File: config.mk
export PLATFORM = sky130hd
export DESIGN_NAME = serial_input_scanner_pulse_classifier_flat
export DESIGN_NICKNAME = d
export VERILOG_FILES = /design/src/sv/sisp_pkg.sv /design/src/sv/sisp_tick_if.sv /design/src/sv/sisp_result_if.sv /design/src/sv/sisp_cfg.sv /design/src/sv/sisp_seq.sv /design/src/sv/sisp_cls.sv /design/src/sv/serial_input_scanner_pulse_classifier.sv /design/src/flat_wrapper.sv
export SDC_FILE = /design/constraint.sdc
export NUM_CORES = 2
export LEC_CHECK = 0
export BUFFER_PORTS_ARGS = -buffer_cell sky130_fd_sc_hd__buf_2
export CAP_MARGIN = 20
export CORE_ASPECT_RATIO = 1.75
export CORE_MARGIN = 4
export CORE_UTILIZATION = 30
export DETAILED_ROUTE_END_ITERATION = 8
export PLACE_DENSITY = 0.44
export SKIP_CTS_REPAIR_TIMING = 1
export SYNTH_ARGS = -nofsm -noshare
export SYNTH_HDL_FRONTEND = slang
export SYNTH_HIERARCHICAL = 1
export SYNTH_SLANG_ARGS = --single-unit
File: constraint.sdc
create_clock -name clk -period 3.3 [get_ports clk]
set_clock_uncertainty 0.05 [all_clocks]
set_input_delay 0.495 -clock clk [delete_from_list [all_inputs] [get_ports clk]]
set_output_delay 0.495 -clock clk [all_outputs]
set_load 0.05 [all_outputs]
File: src/sv/sisp_pkg.sv
// Package for the serial input scanner and pulse classifier.
// Holds sizes, the scan stage and register codes, shared structs and helpers.
// No dependencies.
package sisp_pkg;

	localparam int NUM_INPUTS  = 16;
	localparam int COUNT_WIDTH = 16;
	localparam int FIELD_W     = 16;
	localparam int IDX_W       = (NUM_INPUTS > 1) ? $clog2(NUM_INPUTS) : 1;
	localparam int CMP_W       = (COUNT_WIDTH > FIELD_W) ? COUNT_WIDTH : FIELD_W;
	localparam int ADDR_W      = 4;
	localparam int DATA_W      = 32;

	typedef enum logic [1:0] {
		STAGE_LOAD     = 2'd0,
		STAGE_CLK_HIGH = 2'd1,
		STAGE_CLK_LOW  = 2'd2,
		STAGE_SAMPLE   = 2'd3
	} stage_t;

	typedef enum logic [1:0] {
		REG_POLARITY = 2'd0,
		REG_NOISE    = 2'd1,
		REG_STEADY   = 2'd2
	} reg_idx_t;

	typedef struct packed {
		logic [FIELD_W-1:0] polarity_mask;
		logic [FIELD_W-1:0] noise_limit;
		logic [FIELD_W-1:0] steady_limit;
	} cfg_t;

	typedef struct packed {
		logic load_level;
		logic clock_level;
	} pins_t;

	// Inputs beyond the mask have no polarity bit and are active high.
	function automatic logic [NUM_INPUTS-1:0] polarity_vec(input logic [FIELD_W-1:0] mask);
		logic [NUM_INPUTS-1:0] p;
		for (int i = 0; i < NUM_INPUTS; i++) begin
			if (i < FIELD_W) begin
				p[i] = mask[i];
			end else begin
				p[i] = 1'b1;
			end
		end
		return p;
	endfunction

	// Only the first sixteen inputs are shown in the result fields.
	function automatic logic [FIELD_W-1:0] to_field(input logic [NUM_INPUTS-1:0] v);
		logic [FIELD_W-1:0] r;
		for (int i = 0; i < FIELD_W; i++) begin
			if (i < NUM_INPUTS) begin
				r[i] = v[i];
			end else begin
				r[i] = 1'b0;
			end
		end
		return r;
	endfunction

endpackage

File: src/sv/sisp_tick_if.sv
// Input channel of the scanner: one tick with the serial data pin level.
// Uses no package.
interface sisp_tick_if;
	logic valid;
	logic ready;
	logic serial_level;

	modport source (output valid, output serial_level, input ready);
	modport sink (input valid, input serial_level, output ready);
endinterface

File: src/sv/sisp_result_if.sv
// Result channel of the scanner: pin drives and per-input state and flags.
// Depends on sisp_pkg for the field width.
interface sisp_result_if;
	logic                        valid;
	logic                        ready;
	logic                        load_level;
	logic                        clock_level;
	logic [sisp_pkg::FIELD_W-1:0] logic_states;
	logic [sisp_pkg::FIELD_W-1:0] pulse_flags;
	logic [sisp_pkg::FIELD_W-1:0] steady_flags;

	modport source (output valid, output load_level, output clock_level,
		output logic_states, output pulse_flags, output steady_flags, input ready);
	modport sink (input valid, input load_level, input clock_level,
		input logic_states, input pulse_flags, input steady_flags, output ready);
endinterface

File: src/sv/sisp_cfg.sv
// APB-style configuration registers: polarity mask, noise and steady limits.
// Depends on sisp_pkg.
module sisp_cfg (
	input  logic                        clk,
	input  logic                        arst_n,
	input  logic                        psel,
	input  logic                        penable,
	input  logic                        pwrite,
	input  logic [sisp_pkg::ADDR_W-1:0] paddr,
	input  logic [sisp_pkg::DATA_W-1:0] pwdata,
	output logic [sisp_pkg::DATA_W-1:0] prdata,
	output logic                        pready,
	output sisp_pkg::cfg_t              cfg
);

	sisp_pkg::cfg_t   cfg_q;
	sisp_pkg::reg_idx_t reg_idx;
	logic             wr_en;

	assign pready  = 1'b1;
	assign reg_idx = sisp_pkg::reg_idx_t'(paddr[3:2]);
	assign wr_en   = psel && penable && pwrite && pready;
	assign cfg     = cfg_q;

	always_ff @(posedge clk or negedge arst_n) begin
		if (!arst_n) begin
			cfg_q.polarity_mask <= 16'hFFFF;
			cfg_q.noise_limit   <= 16'd5;
			cfg_q.steady_limit  <= 16'd2000;
		end else if (wr_en) begin
			unique case (reg_idx)
				sisp_pkg::REG_POLARITY: cfg_q.polarity_mask <= pwdata[15:0];
				sisp_pkg::REG_NOISE:    cfg_q.noise_limit   <= pwdata[15:0];
				sisp_pkg::REG_STEADY:   cfg_q.steady_limit  <= pwdata[15:0];
				default: ;
			endcase
		end
	end

	always_comb begin
		unique case (reg_idx)
			sisp_pkg::REG_POLARITY: prdata = {16'd0, cfg_q.polarity_mask};
			sisp_pkg::REG_NOISE:    prdata = {16'd0, cfg_q.noise_limit};
			sisp_pkg::REG_STEADY:   prdata = {16'd0, cfg_q.steady_limit};
			default:                prdata = '0;
		endcase
	end

endmodule

File: src/sv/sisp_seq.sv
// Pin sequencer for the shift register cascade and the sampled active levels.
// Depends on sisp_pkg.
module sisp_seq (
	input  logic                            clk,
	input  logic                            arst_n,
	input  logic                            adv,
	input  logic                            serial_level,
	input  logic [sisp_pkg::NUM_INPUTS-1:0] polarity,
	output sisp_pkg::pins_t                 pins,
	output logic [sisp_pkg::NUM_INPUTS-1:0] active_q,
	output logic [sisp_pkg::NUM_INPUTS-1:0] active_d
);

	localparam int N  = sisp_pkg::NUM_INPUTS;
	localparam int IW = sisp_pkg::IDX_W;

	sisp_pkg::stage_t stage_q, stage_d;
	logic [IW-1:0]    idx_q, idx_d;
	logic             idx_ok;
	logic             idx_last;
	logic             sample;

	assign idx_ok   = {1'b0, idx_q} < (IW + 1)'(N);
	assign idx_last = idx_q == IW'(N - 1);

	always_ff @(posedge clk or negedge arst_n) begin
		if (!arst_n) begin
			stage_q  <= sisp_pkg::STAGE_LOAD;
			idx_q    <= '0;
			active_q <= '0;
		end else if (adv) begin
			stage_q  <= stage_d;
			idx_q    <= idx_d;
			active_q <= active_d;
		end
	end

	always_comb begin
		stage_d = stage_q;
		idx_d   = idx_q;
		sample  = 1'b0;
		unique case (stage_q)
			sisp_pkg::STAGE_LOAD: begin
				pins    = '{load_level: 1'b0, clock_level: 1'b1};
				stage_d = sisp_pkg::STAGE_CLK_HIGH;
			end
			sisp_pkg::STAGE_CLK_HIGH: begin
				pins    = '{load_level: 1'b1, clock_level: 1'b1};
				stage_d = sisp_pkg::STAGE_CLK_LOW;
			end
			sisp_pkg::STAGE_CLK_LOW: begin
				pins    = '{load_level: 1'b1, clock_level: 1'b0};
				stage_d = sisp_pkg::STAGE_SAMPLE;
			end
			sisp_pkg::STAGE_SAMPLE: begin
				pins = '{load_level: 1'b1, clock_level: 1'b0};
				if (idx_ok && !idx_last) begin
					sample  = 1'b1;
					idx_d   = idx_q + 1'b1;
					stage_d = sisp_pkg::STAGE_CLK_HIGH;
				end else begin
					sample  = idx_ok;
					idx_d   = '0;
					stage_d = sisp_pkg::STAGE_LOAD;
				end
			end
			default: begin
				pins    = '{load_level: 1'b1, clock_level: 1'b0};
				stage_d = sisp_pkg::STAGE_LOAD;
			end
		endcase
	end

	// The first bit shifted out belongs to the highest input.
	always_comb begin
		active_d = active_q;
		for (int i = 0; i < N; i++) begin
			if (sample && idx_q == IW'(N - 1 - i)) begin
				active_d[i] = polarity[i] ? serial_level : ~serial_level;
			end
		end
	end

	a_idx_range: assert property (@(posedge clk) disable iff (!arst_n)
		idx_ok)
		else $error("bit index beyond the cascade length");

	a_wrap: assert property (@(posedge clk) disable iff (!arst_n)
		adv && stage_q == sisp_pkg::STAGE_SAMPLE && idx_last
		|=> stage_q == sisp_pkg::STAGE_LOAD && idx_q == '0)
		else $error("sequencer did not return to load after the last bit");

	a_hold: assert property (@(posedge clk) disable iff (!arst_n)
		!adv |=> $stable(stage_q) && $stable(idx_q) && $stable(active_q))
		else $error("sequencer moved without a tick");

endmodule

File: src/sv/sisp_cls.sv
// Per-input high and low duration counters with pulse and steady flags.
// Depends on sisp_pkg.
module sisp_cls (
	input  logic                            clk,
	input  logic                            arst_n,
	input  logic                            adv,
	input  sisp_pkg::cfg_t                  cfg,
	input  logic [sisp_pkg::NUM_INPUTS-1:0] active,
	output logic [sisp_pkg::NUM_INPUTS-1:0] pulse_d,
	output logic [sisp_pkg::NUM_INPUTS-1:0] steady_d
);

	localparam int N  = sisp_pkg::NUM_INPUTS;
	localparam int CW = sisp_pkg::COUNT_WIDTH;
	localparam int MW = sisp_pkg::CMP_W;

	logic [CW-1:0]  high_q [N];
	logic [CW-1:0]  low_q  [N];
	logic [CW-1:0]  high_d [N];
	logic [CW-1:0]  low_d  [N];
	logic [N-1:0]   pulse_q, steady_q;
	logic [N-1:0]   both_nz;
	logic [MW-1:0]  noise_w, steady_w;

	assign noise_w  = MW'(cfg.noise_limit);
	assign steady_w = MW'(cfg.steady_limit);

	always_ff @(posedge clk or negedge arst_n) begin
		if (!arst_n) begin
			for (int i = 0; i < N; i++) begin
				high_q[i] <= '0;
				low_q[i]  <= '0;
			end
			pulse_q  <= '0;
			steady_q <= '0;
		end else if (adv) begin
			for (int i = 0; i < N; i++) begin
				high_q[i] <= high_d[i];
				low_q[i]  <= low_d[i];
			end
			pulse_q  <= pulse_d;
			steady_q <= steady_d;
		end
	end

	// On a low tick the pulse flag takes the old high count before a long
	// low time can clear both flags.
	always_comb begin
		for (int i = 0; i < N; i++) begin
			high_d[i]   = high_q[i];
			low_d[i]    = low_q[i];
			pulse_d[i]  = pulse_q[i];
			steady_d[i] = steady_q[i];
			both_nz[i]  = (high_q[i] != '0) && (low_q[i] != '0);
			if (active[i]) begin
				if (high_q[i] != '1) begin
					high_d[i] = high_q[i] + 1'b1;
				end
				low_d[i] = '0;
				if (MW'(high_d[i]) >= steady_w) begin
					steady_d[i] = 1'b1;
				end
			end else begin
				if (low_q[i] != '1) begin
					low_d[i] = low_q[i] + 1'b1;
				end
				if (MW'(high_q[i]) > noise_w) begin
					pulse_d[i] = 1'b1;
				end
				high_d[i] = '0;
				if (MW'(low_d[i]) > steady_w) begin
					pulse_d[i]  = 1'b0;
					steady_d[i] = 1'b0;
				end
			end
		end
	end

	a_exclusive: assert property (@(posedge clk) disable iff (!arst_n)
		both_nz == '0)
		else $error("an input has both a high and a low duration running");

	a_flags_hold: assert property (@(posedge clk) disable iff (!arst_n)
		!adv |=> $stable(pulse_q) && $stable(steady_q))
		else $error("flags changed without a tick");

endmodule

File: src/sv/serial_input_scanner_pulse_classifier.sv
// Top level of the serial input scanner and pulse classifier.
// Depends on sisp_pkg, sisp_tick_if, sisp_result_if, sisp_cfg, sisp_seq and sisp_cls.
//
//   channel    | direction | contents
//   -----------+-----------+---------------------------------------------------
//   tick_in    | in        | serial_level
//   result_out | out       | load_level, clock_level, logic_states, pulse_flags,
//              |           | steady_flags
//   APB        | in/out    | polarity_mask, noise_limit, steady_limit at 0, 4, 8
//
// One tick is taken in every cycle unless the result is stalled; the transfer loads
// the input register, and the result is then registered in the result register.
// All counters and flags update in parallel between those registers.
// Reset clears the sequencer, counters and flags and loads the register defaults.
// A stalled result holds the result register; one further tick waits in the input
// register, and only then is tick_in.ready taken low.
module serial_input_scanner_pulse_classifier (
	input  logic                        clk,
	input  logic                        arst_n,
	sisp_tick_if.sink                   tick_in,
	sisp_result_if.source               result_out,
	input  logic                        psel,
	input  logic                        penable,
	input  logic                        pwrite,
	input  logic [sisp_pkg::ADDR_W-1:0] paddr,
	input  logic [sisp_pkg::DATA_W-1:0] pwdata,
	output logic [sisp_pkg::DATA_W-1:0] prdata,
	output logic                        pready
);

	localparam int N = sisp_pkg::NUM_INPUTS;

	sisp_pkg::cfg_t  cfg;
	sisp_pkg::pins_t pins;
	logic [N-1:0]    polarity;
	logic [N-1:0]    active_q, active_d;
	logic [N-1:0]    pulse_d, steady_d;

	logic valid_s1;
	logic serial_s1;
	logic out_valid_q;
	logic adv;

	assign adv           = valid_s1 && (!out_valid_q || result_out.ready);
	assign tick_in.ready = !valid_s1 || adv;
	assign polarity      = sisp_pkg::polarity_vec(cfg.polarity_mask);

	sisp_cfg u_cfg (
		.clk     (clk),
		.arst_n  (arst_n),
		.psel    (psel),
		.penable (penable),
		.pwrite  (pwrite),
		.paddr   (paddr),
		.pwdata  (pwdata),
		.prdata  (prdata),
		.pready  (pready),
		.cfg     (cfg)
	);

	sisp_seq u_seq (
		.clk          (clk),
		.arst_n       (arst_n),
		.adv          (adv),
		.serial_level (serial_s1),
		.polarity     (polarity),
		.pins         (pins),
		.active_q     (active_q),
		.active_d     (active_d)
	);

	sisp_cls u_cls (
		.clk      (clk),
		.arst_n   (arst_n),
		.adv      (adv),
		.cfg      (cfg),
		.active   (active_q),
		.pulse_d  (pulse_d),
		.steady_d (steady_d)
	);

	always_ff @(posedge clk or negedge arst_n) begin
		if (!arst_n) begin
			valid_s1 <= 1'b0;
		end else if (tick_in.valid && tick_in.ready) begin
			valid_s1 <= 1'b1;
		end else if (adv) begin
			valid_s1 <= 1'b0;
		end
	end

	always_ff @(posedge clk) begin
		if (tick_in.valid && tick_in.ready) begin
			serial_s1 <= tick_in.serial_level;
		end
	end

	always_ff @(posedge clk or negedge arst_n) begin
		if (!arst_n) begin
			out_valid_q <= 1'b0;
		end else if (adv) begin
			out_valid_q <= 1'b1;
		end else if (result_out.ready) begin
			out_valid_q <= 1'b0;
		end
	end

	always_ff @(posedge clk) begin
		if (adv) begin
			result_out.load_level   <= pins.load_level;
			result_out.clock_level  <= pins.clock_level;
			result_out.logic_states <= sisp_pkg::to_field(active_d);
			result_out.pulse_flags  <= sisp_pkg::to_field(pulse_d);
			result_out.steady_flags <= sisp_pkg::to_field(steady_d);
		end
	end

	assign result_out.valid = out_valid_q;

	a_backpressure: assert property (@(posedge clk) disable iff (!arst_n)
		!tick_in.ready |-> valid_s1 && out_valid_q && !result_out.ready)
		else $error("input stalled while the result path could move");

	a_pins: assert property (@(posedge clk) disable iff (!arst_n)
		out_valid_q && !result_out.load_level |-> result_out.clock_level)
		else $error("load driven low without the clock held high");

	a_advance: assert property (@(posedge clk) disable iff (!arst_n)
		adv |=> out_valid_q)
		else $error("tick processed but no result registered");

endmodule

File: src/flat_wrapper.sv
// flat-port wrapper written by rule: the top's interface ports become plain ports
module serial_input_scanner_pulse_classifier_flat 
  (clk, arst_n, psel, penable, pwrite, paddr, pwdata, prdata, pready, tick_in_valid, tick_in_serial_level, tick_in_ready, result_out_valid, result_out_load_level, result_out_clock_level, result_out_logic_states, result_out_pulse_flags, result_out_steady_flags, result_out_ready);
  sisp_tick_if tick_in_i ();
  sisp_result_if result_out_i ();
  input  logic clk;
  input  logic arst_n;
  input  logic psel;
  input  logic penable;
  input  logic pwrite;
  input  logic [sisp_pkg::ADDR_W-1:0] paddr;
  input  logic [sisp_pkg::DATA_W-1:0] pwdata;
  output logic [sisp_pkg::DATA_W-1:0] prdata;
  output logic pready;
  input wire logic [$bits(tick_in_i.valid)-1:0] tick_in_valid;
  input wire logic [$bits(tick_in_i.serial_level)-1:0] tick_in_serial_level;
  output wire logic [$bits(tick_in_i.ready)-1:0] tick_in_ready;
  output wire logic [$bits(result_out_i.valid)-1:0] result_out_valid;
  output wire logic [$bits(result_out_i.load_level)-1:0] result_out_load_level;
  output wire logic [$bits(result_out_i.clock_level)-1:0] result_out_clock_level;
  output wire logic [$bits(result_out_i.logic_states)-1:0] result_out_logic_states;
  output wire logic [$bits(result_out_i.pulse_flags)-1:0] result_out_pulse_flags;
  output wire logic [$bits(result_out_i.steady_flags)-1:0] result_out_steady_flags;
  input wire logic [$bits(result_out_i.ready)-1:0] result_out_ready;
  assign tick_in_i.valid = tick_in_valid;
  assign tick_in_i.serial_level = tick_in_serial_level;
  assign tick_in_ready = tick_in_i.ready;
  assign result_out_valid = result_out_i.valid;
  assign result_out_load_level = result_out_i.load_level;
  assign result_out_clock_level = result_out_i.clock_level;
  assign result_out_logic_states = result_out_i.logic_states;
  assign result_out_pulse_flags = result_out_i.pulse_flags;
  assign result_out_steady_flags = result_out_i.steady_flags;
  assign result_out_i.ready = result_out_ready;
  serial_input_scanner_pulse_classifier u_core (.clk(clk), .arst_n(arst_n), .tick_in(tick_in_i), .result_out(result_out_i), .psel(psel), .penable(penable), .pwrite(pwrite), .paddr(paddr), .pwdata(pwdata), .prdata(prdata), .pready(pready));
endmodule
==> impl_metrics.tcl <==
set metrics [dict create \
    synth.largest_area_cell "dfrtp_1" \
    power_density_nw_per_um2 554 \
    async_flop_share 0.924 \
    synth-edff-count 51 \
    utilization 0.371 \
    drcViolationCount 0 \
    row_count 214 \
    internal-power_uw 22600 \
    synth-seq-cells 667 \
    ys_types 107 \
    rsz0062_at_grt "true" \
    ys_warn_count 6 \
    yosysMostFrequentCell "ha_1" \
    post_drt_wl_per_cell_um 21.7 \
    critPathLaunch "u_core/u_cls/low_q[134]" \
    io-pin-count 129 \
    port_buffers 93 \
    syn_to_final_growth_pct 22.9 \
    p_leak_uw 0.0329 \
    peakVddDrop_mv 0.403 \
    dr.pass1.iters 6 \
    ys.flop_type "dfrtp_1" \
    rr_worst_depth 13 \
    final.period_utilization 0.982 \
    viasPerCell 5.43 \
    clk_pin_slew_worst_paths_ns 0.06 \
    cts_buffers 78 \
    die-width_um 342 \
    synth_commonest_cells "ha_1, a21oi_1, nand2_1" \
    grtUsageTotal 0.212 \
    drv_cap 0 \
    drt-initial-drc-count 2789 \
    setup_violations 0 \
    drive_gt1_frac 0.205 \
    grt_max_degree 93 \
    max_slew.worst_pin.slew_ns 1.07 \
    finalNetCount 8410 \
    final_antenna_net_count 0 \
    relSlewSlack 0.289 \
    r2r-start "u_core/u_cls/low_q[134]" \
    crit_required_ns 3.67 \
    cpPeakStageDelay_ns 0.43 \
    gp_congestion 0.853 \
    drt_wl_total_um 221000 \
    insertion_delay_ns 0.68 \
    cts_tree "done" \
    path_class "flip-flop to flip-flop" \
    dp_slack_ns -0.207 \
    p_switching_uw 17200 \
    synth_area_per_cell_um2 8.62 \
    p_clk_frac 0.230 \
    grt_pass1_wl_um 332000 \
    yosysSeqAreaShare 0.290 \
    fin_crit_ns 3.24 \
    switching_share 0.433 \
    coreArea_um2 194000 \
    synth.top_cells.by_area "dfrtp_1, ha_1, a21oi_1" \
    fin_ws_ns 0.0598 \
    critPathSlowestCell "a2111oi_4" \
    reg2reg_slack_ns 0.06 \
    vias 55400 \
    synthCells 6786 \
    crit_path_end_kind "flip-flop" \
    hold_path_depth 2 \
    synth_top_area_frac 0.253 \
    synthesis.area_um2 58500 \
    dp_hpwl_um 158000 \
    fillers 19800 \
    slew_viol_final 0 \
    seqPwrFrac 0.263 \
    clock-sinks 667 \
    grt_pass1_vias 55500 \
    hold_path.class "input port to flip-flop" \
    htreeDepth 3 \
    crit_fanout 3 \
    r2r-end "u_core/result_out.steady_flags[7]" \
    gr-total-overflow 0 \
    endpoint "u_core/result_out.steady_flags[7]" \
    max_freq_mhz 309 \
    die_area_um2 202000 \
    worstPathArrival_ns 3.61 \
    setup_tns_ns 0 \
    cts-root-buf "clkbuf_16" \
    status "finished clean" \
    clk_path_buf_depth 3 \
    comb_power_share 0.507 \
    start_kind "flip-flop" \
    chipHeight_um 592 \
    cp_cell_sequence "nand4_1 > buf_4 > nor2_1 > nand3_1 > nor2_2 > mux2_2 > ha_1 > nand4_1 > a2111oi_4 > a21oi_2 > a21oi_2 > nor3_1 > buf_4" \
    antenna_found_initial 9 \
    start_util 0.301 \
    final-hold-violation-count 0 \
]
worst max-delay path: cells and delay by family (launching register included):
family / cells / cell delay (ns)
muxes: 1 / 0.36
DFF: 1 / 0.37
adders and majority gates: 1 / 0.28
buffers and inverters: 2 / 0.33
AOI/OAI and AO/OA: 3 / 0.66
and+or+nand+nor: 6 / 0.93
per-stage QoR:
stage | std cells | hold WS (ns) | power, uW | area, um2
final | 10200 | 0.0327 | 39800 | 71900
after global routing | 10200 | 0.00542 | 42800 | 71900
after CTS | 10200 | -0.224 | 39600 | 70400
after detailed placement | 10000 | 0.451 | 30100 | 67900
after global placement | 10000 | 0.458 | 29800 | 67900
after floorplan | 6801 | 0.149 | 22000 | 58600
power groups by stage:
stage / clock network [uW] / registers [uW] / logic (uW)
2_1_floorplan: 0 / 10800 / 11200
6_report: 9150 / 10500 / 20200
4_1_cts: 9530 / 10500 / 19600
5_1_grt: 9770 / 10600 / 22400
3_3_place_gp: 0 / 10600 / 19200
3_5_place_dp: 0 / 10600 / 19500
cell families (layout without fill, tap and decap cells):
family / count (synthesis) / after routing / synth area share
adder cells (fa/ha/maj): 807 / 807 / 0.173
multiplexers: 221 / 221 / 0.0403
AND/OR/NAND/NOR: 2417 / 2417 / 0.208
flip-flops: 667 / 667 / 0.290
other: 2 / 18 / 0.000128
AO/OA/AOI/OAI: 1836 / 1836 / 0.200
XOR/XNOR: 345 / 345 / 0.0516
buffers and inverters: 491 / 1312 / 0.0373
area by class of cell:
class	count	area, um2	share of cell area
Inverter	170	664	0.00924
Timing Repair Buffer	999	7900	0.110
Clock inverter	35	362	0.00503
Multi-Input combinational cell	5643	40600	0.564
Antenna cell	1	2.50	0.0000348
Sequential cell	667	17000	0.236
Clock buffer	108	2180	0.0304
Tap cell	2592	3240	0.0451
worst min-delay path by stage:
stage                                  startpoint                 endpoint
after global placement    u_core/u_cls/low_q[186]  u_core/u_cls/low_q[186]
after detailed placement  u_core/u_cls/low_q[186]  u_core/u_cls/low_q[186]
after global routing                    pwdata[3]     u_core/u_cfg/cfg[19]
after floorplan                            arst_n  u_core/result_out.valid
after CTS                                  arst_n  u_core/u_cls/high_q[51]
final                                   pwdata[3]      u_core/u_cfg/cfg[3]
per-layer routing:
layer | up-vias | wire length (um) | global-route usage
li1 | 26900 | - | -
met1 | 27300 | 88400 | 0.238
met2 | 957 | 117000 | 0.409
met3 | 362 | 6570 | 0.0199
met4 | 2 | 9030 | 0.0799
met5 | - | 13 | 0
cells in the final DEF, fill, tap and decap left out, types with 46 or more instances in the layout:
cell type,count
o31ai_1,72
a22o_1,69
nor3_1,115
buf_4,847
xnor2_1,245
nand4_1,239
nand3_1,307
edfxtp_1,51
dfrtp_1,589
a21o_1,98
inv_1,135
a21oi_1,671
o21a_1,67
o2bb2ai_1,146
nor2_1,494
mux2_2,71
nand2_1,627
buf_12,46
nor2b_1,70
and3_1,132
clkbuf_16,78
nand2b_1,55
mux2i_1,136
xor2_1,97
ha_1,797
o21ai_0,323
buf_2,92
a31oi_1,57
registers in the layout (all words and copies together), names as in the netlist:
name                            count
u_core/result_out.clock_level       1
u_core/result_out.load_level        1
u_core/result_out.logic_states     16
u_core/result_out.pulse_flags      16
u_core/result_out.steady_flags     16
u_core/result_out.valid             1
u_core/serial_s1                    1
u_core/u_cfg/cfg                   48
u_core/u_cls/high_q               256
u_core/u_cls/low_q                256
u_core/u_cls/pulse_q               16
u_core/u_cls/steady_q              16
u_core/u_seq/active_q              16
u_core/u_seq/idx_q                  4
u_core/u_seq/stage_q                2
u_core/valid_s1                     1
(Power assumes the default switching activity.)
